[config.mk]
export PLATFORM = sky130hd
export DESIGN_NAME = dqps_ctrl
export DESIGN_NICKNAME = d
export VERILOG_FILES = /design/src/hw/rtl/dqps_pkg.sv /design/src/hw/rtl/dqps_ctrl.sv
export SDC_FILE = /design/constraint.sdc
export NUM_CORES = 1
export LEC_CHECK = 0
export BUFFER_PORTS_ARGS = -buffer_cell sky130_fd_sc_hd__buf_2
export CORE_AREA = 2 2 39 41
export CTS_BUF_LIST = sky130_fd_sc_hd__clkbuf_8
export CTS_CLUSTER_DIAMETER = 100
export CTS_CLUSTER_SIZE = 28
export DETAILED_ROUTE_END_ITERATION = 16
export DIE_AREA = 0 0 41 43
export GPL_TIMING_DRIVEN = 1
export PLACE_DENSITY = 0.44
export SYNTH_ARGS = -nofsm -noshare
export SYNTH_HDL_FRONTEND = slang
export SYNTH_SLANG_ARGS = --single-unit
[constraint.sdc]
create_clock -name clk -period 2.75 [get_ports clk]
set_input_delay 0.55 -clock clk [delete_from_list [all_inputs] [get_ports clk]]
set_output_delay 0.55 -clock clk [all_outputs]
set_load 0.05 [all_outputs]
[src/hw/rtl/dqps_pkg.sv]
`default_nettype none

package dqps_pkg;

  // request codes
  localparam logic [2:0] REQ_PUSH_FRONT = 3'd0;
  localparam logic [2:0] REQ_PUSH_BACK  = 3'd1;
  localparam logic [2:0] REQ_POP_FRONT  = 3'd2;
  localparam logic [2:0] REQ_POP_BACK   = 3'd3;
  localparam logic [2:0] REQ_QUERY      = 3'd4;

  // status codes
  localparam logic [1:0] ST_OK    = 2'd0;
  localparam logic [1:0] ST_EMPTY = 2'd1;
  localparam logic [1:0] ST_FULL  = 2'd2;

  localparam int PRICE_TOTAL_W = 36;

  typedef struct packed {
    logic [2:0]          req_type;
    logic [9:0]          item_code;
    logic signed [31:0]  item_price;
    logic signed [31:0]  item_quantity;
  } in_word_t;

  typedef struct packed {
    logic [1:0]          status;
    logic [9:0]          popped_code;
    logic signed [31:0]  popped_price;
    logic signed [31:0]  popped_quantity;
    logic signed [31:0]  highest_price;
    logic signed [31:0]  lowest_price;
    logic signed [35:0]  price_total;
    logic [4:0]          entry_count;
    logic signed [63:0]  value_total;
  } out_word_t;

  // one stored record
  typedef struct packed {
    logic [9:0]          code;
    logic signed [31:0]  price;
    logic signed [31:0]  qty;
  } entry_t;

  // controller to datapath
  typedef struct packed {
    logic capture;
    logic exec;
    logic issue;
    logic load_out;
  } cmd_t;

  // datapath to controller
  typedef struct packed {
    logic query_go;
    logic walk_last;
    logic pipe_busy;
    logic out_free;
  } sts_t;

endpackage

`default_nettype wire

[src/hw/rtl/dqps_ctrl.sv]
`default_nettype none

module dqps_ctrl (
  input  wire logic          clk,
  input  wire logic          rst_n,
  input  wire logic          in_valid,
  output logic               in_ready,
  input  wire dqps_pkg::sts_t sts,
  output dqps_pkg::cmd_t     cmd
);
  import dqps_pkg::*;

  typedef enum logic [4:0] {
    S_IDLE  = 5'b00001,
    S_EXEC  = 5'b00010,
    S_WALK  = 5'b00100,
    S_DRAIN = 5'b01000,
    S_DONE  = 5'b10000
  } state_t;

  state_t state_r, state_nxt;

  always_comb begin
    state_nxt    = state_r;
    cmd          = '0;
    in_ready     = 1'b0;
    case (state_r)
      S_IDLE: begin
        in_ready = 1'b1;
        if (in_valid) begin
          cmd.capture = 1'b1;
          state_nxt   = S_EXEC;
        end
      end
      S_EXEC: begin
        cmd.exec  = 1'b1;
        state_nxt = sts.query_go ? S_WALK : S_DONE;
      end
      S_WALK: begin
        cmd.issue = 1'b1;
        if (sts.walk_last) state_nxt = S_DRAIN;
      end
      S_DRAIN: begin
        if (!sts.pipe_busy) state_nxt = S_DONE;
      end
      S_DONE: begin
        if (sts.out_free) begin
          cmd.load_out = 1'b1;
          state_nxt    = S_IDLE;
        end
      end
      default: state_nxt = S_IDLE;
    endcase
  end

  always_ff @(posedge clk) begin
    if (!rst_n) state_r <= S_IDLE;
    else        state_r <= state_nxt;
  end

endmodule

`default_nettype wire

==> impl_results.md, run 1 <==
- Run status: finished clean
- Hold Vio Cnt, Final: 0
- TritonCTS clock tree: built
- Critical Path RT: 2.20 ns
- Most frequent cell after synthesis: dfxtp_1
- H-tree depth: 1
- Iter 0 DRT Violations: 11
- Reg2reg path depth: 4
- Crit path max fanout: 9
- Most flops, register: state_r
- Clock buffer count from CTS: 3
- # setup viols final: 0
- Fillers: 163
- Seq cells post-synth: 5
- Post-DP HPWL: 604 um
- Yosys cell types: 29
- GRT overflow: 0
- Max reg flops: 5
- Clock Sinks: 5
- Post-synth EDFFs: 0
- Clock Skew: 0.000821 ns
- Post-Syn Nets: 48
- Clk root buf: clkbuf_8
- Net total in the final layout: 61
- VDD IR max: 0.290 mV
- Mapped Cells: 41
- Pre-CTS WS: 0.890 ns
- Hold WC Path Type: input pin to register
- Fin util: 0.328
- Worst R2R End: state_r[3]$_SDFFE_PN0P_
- R2r setup slk: 1.19 ns
- Fin worst setup slack: 0.640 ns
- RSZ-0062 raised after global routing: no
- Fmax: 0.474 GHz
- Setup_tns: 0 ns
- Diode count: 0
- Placed Instances: 65
- Vias: 354
- Synthesized area: 347 um^2
- Crit-path max cell delay: 0.39 ns
- Core Rows: 14
- Die height: 43 um
- Ports: 12
- Worst-Skew Late Latency: 0.22 ns
- Final min period: 2.11 ns
- Yosys Warn Count: 0
- Setup bufs post-CTS: 0
- Setup crit end: cmd[2]
- Final Cycle Share: 0.767
- Layout cell share with drive strength beyond 1: 0.396
- FF-to-FF Start: state_r[3]$_SDFFE_PN0P_
- Core Area: 1380 um^2
- Drt first pass iters: 4
- Initial Util: 0.250
- Static Leak: 0.210 nW
- Slew at the pin closest to its max-slew limit: 0.360 ns
- Ys async rst share: 0
- Critical Path, Cell by Cell: or2_4, nor4b_2, buf_2
- Crit path launch type: register
- Residual DRC: 0
- Final hold slack: 0.566 ns
- WP data arrival: 1.56 ns
- Mean Syn Cell Area: 8.45 um^2
- Final Non-Filler Cells: 69
- Die area: 1760 um^2
- Routability Congestion: 0.732
- PwrDens: 743 nW/um^2
- GRT Overall Usage: 0.108
- Initial antenna violation count: 0
- Area growth syn-to-layout: 31.0%
- Routed len/inst: 11.6 um
- Buffers added on ports: 11
- First-pass GRT wire length: 1.24 mm
- Largest net degree at the start of global routing: 10
- MaxCap Viol Count: 0
- Vias in the first global route: 313
- Total Routed Length: 797 um
- Share of the synthesized area in the top cell type: 0.289
- Setup crit end kind: output pin
- Main flop type after synthesis: dfxtp_1
- Post-DRT Antenna Nets: 0
- Top Registers: state_r (5)
- Worst Setup SP: state_r[3]$_SDFFE_PN0P_
- Leading area contributor after synthesis: dfxtp_1
- Clock Path Buffers: 2
- Via/cell ratio: 5.13
- CTS Hold Buffers Added: 0
- Area contributors post-synth: dfxtp_1 (29%), mux2i_1 (5.8%), nand2_1 (4.3%), nor4_1 (3.6%), buf_6 (3.2%)
- Crit-path slowest cell: dfxtp_1
- CTS resizes: 0
- Die W: 41 um
- Rel. slew slack: 0.754
- Max-slew violation count: 0
- Most instantiated cells after synthesis: dfxtp_1 (5), nand2_1 (4), nor2_1 (3)
- Clock slew at reported path FFs: 0.03 ns
- Register area share after synthesis: 0.289
- WS Path Type: register to output pin
cells by family (layout without fill, tap and decap cells):
logic type,Yosys count,in the layout,share of synthesized area
buffers and inverters,4,16,0.0794
xor gates and xnor gates,1,1,0.0253
DFF,5,5,0.289
muxes,2,2,0.0578
AOI/OAI and AO/OA,5,5,0.105
and+or+nand+nor,24,24,0.444
cell type report:
class | count | area (um^2) | share of cell area
inverters | 1 | 3.75 | 0.00826
clock buffers | 3 | 41.3 | 0.0909
well taps | 16 | 20.0 | 0.0441
multi-input cells | 32 | 230 | 0.507
flip-flops and latches | 5 | 100 | 0.220
clock inverters | 1 | 3.75 | 0.00826
repair buffers | 11 | 55.1 | 0.121
worst min path at each step:
stage,from,to,slack (ns),cells after the start
after floorplan,state_r[3]$_SDFFE_PN0P_,state_r[3]$_SDFFE_PN0P_,0.56,3
after global placement,state_r[3]$_SDFFE_PN0P_,state_r[3]$_SDFFE_PN0P_,0.59,2
after detailed placement,state_r[3]$_SDFFE_PN0P_,state_r[3]$_SDFFE_PN0P_,0.58,2
after CTS,rst_n,state_r[0]$_SDFFE_PN1P_,0.56,2
after global routing,rst_n,state_r[0]$_SDFFE_PN1P_,0.57,2
final,rst_n,state_r[0]$_SDFFE_PN1P_,0.57,2
layout by cell type (no fill, tap or decap), types with 2 or more instances in the layout:
cell / netlist / layout
buf_2: 0 / 11
dfxtp_1: 5 / 5
nand2_1: 4 / 4
nor2_1: 3 / 3
clkbuf_8: 0 / 3
nor4_1: 2 / 2
mux2i_1: 2 / 2
inv_1: 1 / 2
power breakdown:
part	switching [mW]	internal, mW
combinational	0.0699	0.0408
clock	0.0347	0.0956
sequential	0.0153	0.0810
per-layer routing:
layer | vias to the layer above | wire length [um] | GRT usage | share of wire
met4 | 0 | 5 | 0.0400 | 0.0063
met5 | - | 0 | 0 | 0
met3 | 2 | 63 | 0.0628 | 0.079
met1 | 168 | 359 | 0.126 | 0.45
met2 | 10 | 369 | 0.156 | 0.46
li1 | 174 | - | - | -
metrics by stage:
stage / cell area [um^2] / power [mW]
floorplan: 358 / 0.187
global placement: 409 / 0.209
detailed placement: 409 / 0.208
CTS: 454 / 0.342
global route: 454 / 0.357
finish: 454 / 0.337
critical path: cells and delay by family (launching register included):
kind                   cells  cell delay [ns]
AND/OR/NAND/NOR            2             0.62
flip-flops                 1             0.39
buffers and inverters      1             0.33
No activity file was read; power rests on OpenSTA's default activity.
==> inputs of run 2 (changes only) <==
- PLACE_DENSITY: 0.44 -> 0.46
- clock period: 2.75 -> 1.7 ns (I/O delays scaled with it)
==> run 2 against run 1 <==
Effect of this change: clock power rose by 60%; wire length up 3.8%; flip-flop and latch count unchanged; non-clock buffer count grew 4; clock skew grew 0.0018 ns; sequential power increased by 69%; critical endpoint is now cmd[3]; largest cell class unchanged.
==> impl_results.md, run 2 (synthesized netlist as in run 1, its figures left out) <==
- Run status: finished clean (unchanged)
- Clk root buf: clkbuf_8 (unchanged)
- WP data arrival: 1.35 ns (was 1.56 ns)
- Core Area: 1380 um^2 (unchanged)
- Hold WC Path Type: input pin to register (unchanged)
- Routability Congestion: 0.760 (was 0.732)
- H-tree depth: 1 (unchanged)
- Final Non-Filler Cells: 73 (was 69)
- Die area: 1760 um^2 (unchanged)
- Max reg flops: 5 (unchanged)
- Setup crit end kind: output pin (unchanged)
- Ports: 12 (unchanged)
- Total Routed Length: 827 um (was 797 um)
- Most flops, register: state_r (unchanged)
- Layout cell share with drive strength beyond 1: 0.544 (was 0.396)
- Fmax: 0.593 GHz
- Diode count: 0 (unchanged)
- Post-DRT Antenna Nets: 0 (unchanged)
- Clock buffer count from CTS: 3 (unchanged)
- Crit path max fanout: 6 (was 9)
- Die W: 41 um (unchanged)
- Top Registers: state_r (5) (unchanged)
- Initial antenna violation count: 0 (unchanged)
- TritonCTS clock tree: built (unchanged)
- Die height: 43 um (unchanged)
- Largest net degree at the start of global routing: 10 (unchanged)
- FF-to-FF Start: state_r[0]$_SDFFE_PN1P_ (was state_r[3]$_SDFFE_PN0P_)
- Most frequent cells in the layout: buf_2 (7), buf_4 (6), nand2_1 (4) (was buf_2 (11), dfxtp_1 (5), nand2_1 (4))
- Core Rows: 14 (unchanged)
- Initial Util: 0.250 (unchanged)
- CTS Hold Buffers Added: 0 (unchanged)
- Via/cell ratio: 4.95 (was 5.13)
- Worst-Skew Late Latency: 0.22 ns (about the same)
- Vias in the first global route: 338 (was 313)
- Clock Path Buffers: 2 (unchanged)
- RSZ-0062 raised after global routing: yes (was no)
- Hold path start: rst_n (unchanged)
- Final Cycle Share: 0.993
- GRT overflow: 0 (unchanged)
- Worst Setup SP: state_r[0]$_SDFFE_PN1P_ (was state_r[3]$_SDFFE_PN0P_)
- Worst R2R End: state_r[3]$_SDFFE_PN0P_ (unchanged)
- Critical Path RT: 1.36 ns (was 2.20 ns)
- WS Path Type: register to output pin (unchanged)
- VDD IR max: 0.410 mV (was 0.290 mV)
- R2r setup slk: 0.22 ns (was 1.19 ns)
- Area growth syn-to-layout: 56.3% (was 31.0%)
- MaxCap Viol Count: 0 (unchanged)
- Net total in the final layout: 65 (was 61)
- Clock Skew: 0.00267 ns (was 0.000821 ns)
- Residual DRC: 0 (unchanged)
- Clock Sinks: 5 (unchanged)
- Rel. slew slack: 0.753 (was 0.754)
- Drt first pass iters: 3 (was 4)
- Commonest non-fill, non-tap cell in the layout: buf_2 (unchanged)
- Placed Instances: 68 (was 65)
- Fin util: 0.392 (was 0.328)
- First-pass GRT wire length: 1.39 mm (was 1.24 mm)
- Slew at the pin closest to its max-slew limit: 0.361 ns (was 0.360 ns)
- Post-DP HPWL: 625 um (was 604 um)
- Max-slew violation count: 0 (unchanged)
- Clock slew at reported path FFs: 0.04 ns (was 0.03 ns)
- Static Leak: 0.240 nW (was 0.210 nW)
- Hold Vio Cnt, Final: 0 (unchanged)
- Crit path launch type: register (unchanged)
- Final min period: 1.69 ns
- Iter 0 DRT Violations: 3 (was 11)
- Setup crit end: cmd[3] (was cmd[2])
- # setup viols final: 0 (unchanged)
- Reg2reg path depth: 4 (unchanged)
- Routed len/inst: 11.3 um (was 11.6 um)
- GRT Overall Usage: 0.118 (was 0.108)
- Vias: 361 (was 354)
- Buffers added on ports: 11 (unchanged)
- PwrDens: 1140 nW/um^2 (was 743 nW/um^2)
run 2: worst min-delay path by stage:
| stage | to | slack [ns] | cells after the start |
|---|---|---|---|
| after global routing | state_r[0]$_SDFFE_PN1P_ | 0.36 | 2 |
| after detailed placement | state_r[0]$_SDFFE_PN1P_ | 0.59 | 2 |
| final | state_r[0]$_SDFFE_PN1P_ | 0.36 | 2 |
| after CTS | state_r[0]$_SDFFE_PN1P_ | 0.36 | 2 |
| after global placement | state_r[0]$_SDFFE_PN1P_ | 0.59 | 2 |
| after floorplan | state_r[0]$_SDFFE_PN1P_ | 0.42 | 1 |
run 2: layer usage:
layer / GRT usage / share of wire / vias up
li1: - / - / 182
met1: 0.149 / 0.48 / 163
met2: 0.156 / 0.45 / 14
met3: 0.0524 / 0.045 / 2
met4: 0.0733 / 0.016 / 0
met5: 0 / 0 / -
run 2: what timing repair did:
action                     4_1_cts  5_1_grt
setup endpoints to repair        5        5
buffers inserted                 0        1
gates resized for setup          7        7
run 2: stage by stage:
stage	hold slack (ns)	setup WS [ns]	setup TNS (ns)	area [um^2]	total power [mW]
finish	0.364	0.0123	0	542	0.616
global route	0.363	-0.0460	-0.100	542	0.650
CTS	0.362	-0.0108	-0.0108	509	0.585
detailed placement	0.590	0.0810	0	448	0.360
global placement	0.586	0.0948	0	448	0.362
floorplan	0.418	-0.226	-0.226	374	0.318
run 2: final cells by class:
class	instances	area (um^2)
flip-flops and latches	5	106
clock buffers	3	41.3
clock inverters	1	3.75
inverters	1	3.75
repair buffers	15	106
well taps	16	20.0
fillers	150	842
multi-input cells	32	260
run 2: report_power, final:
part	switching (mW)	leakage (nW)	internal (mW)
clock	0.0539	0.0269	0.154
sequential	0.0272	0.0418	0.135
combinational	0.131	0.171	0.114
total	0.212	0.240	0.404
run 2: critical path: stages (launching register included):
cell and delay [ns]:
dfxtp_4 0.37, or2b_1 0.28, nor3_4 0.17, and2_4 0.18, buf_8 0.13
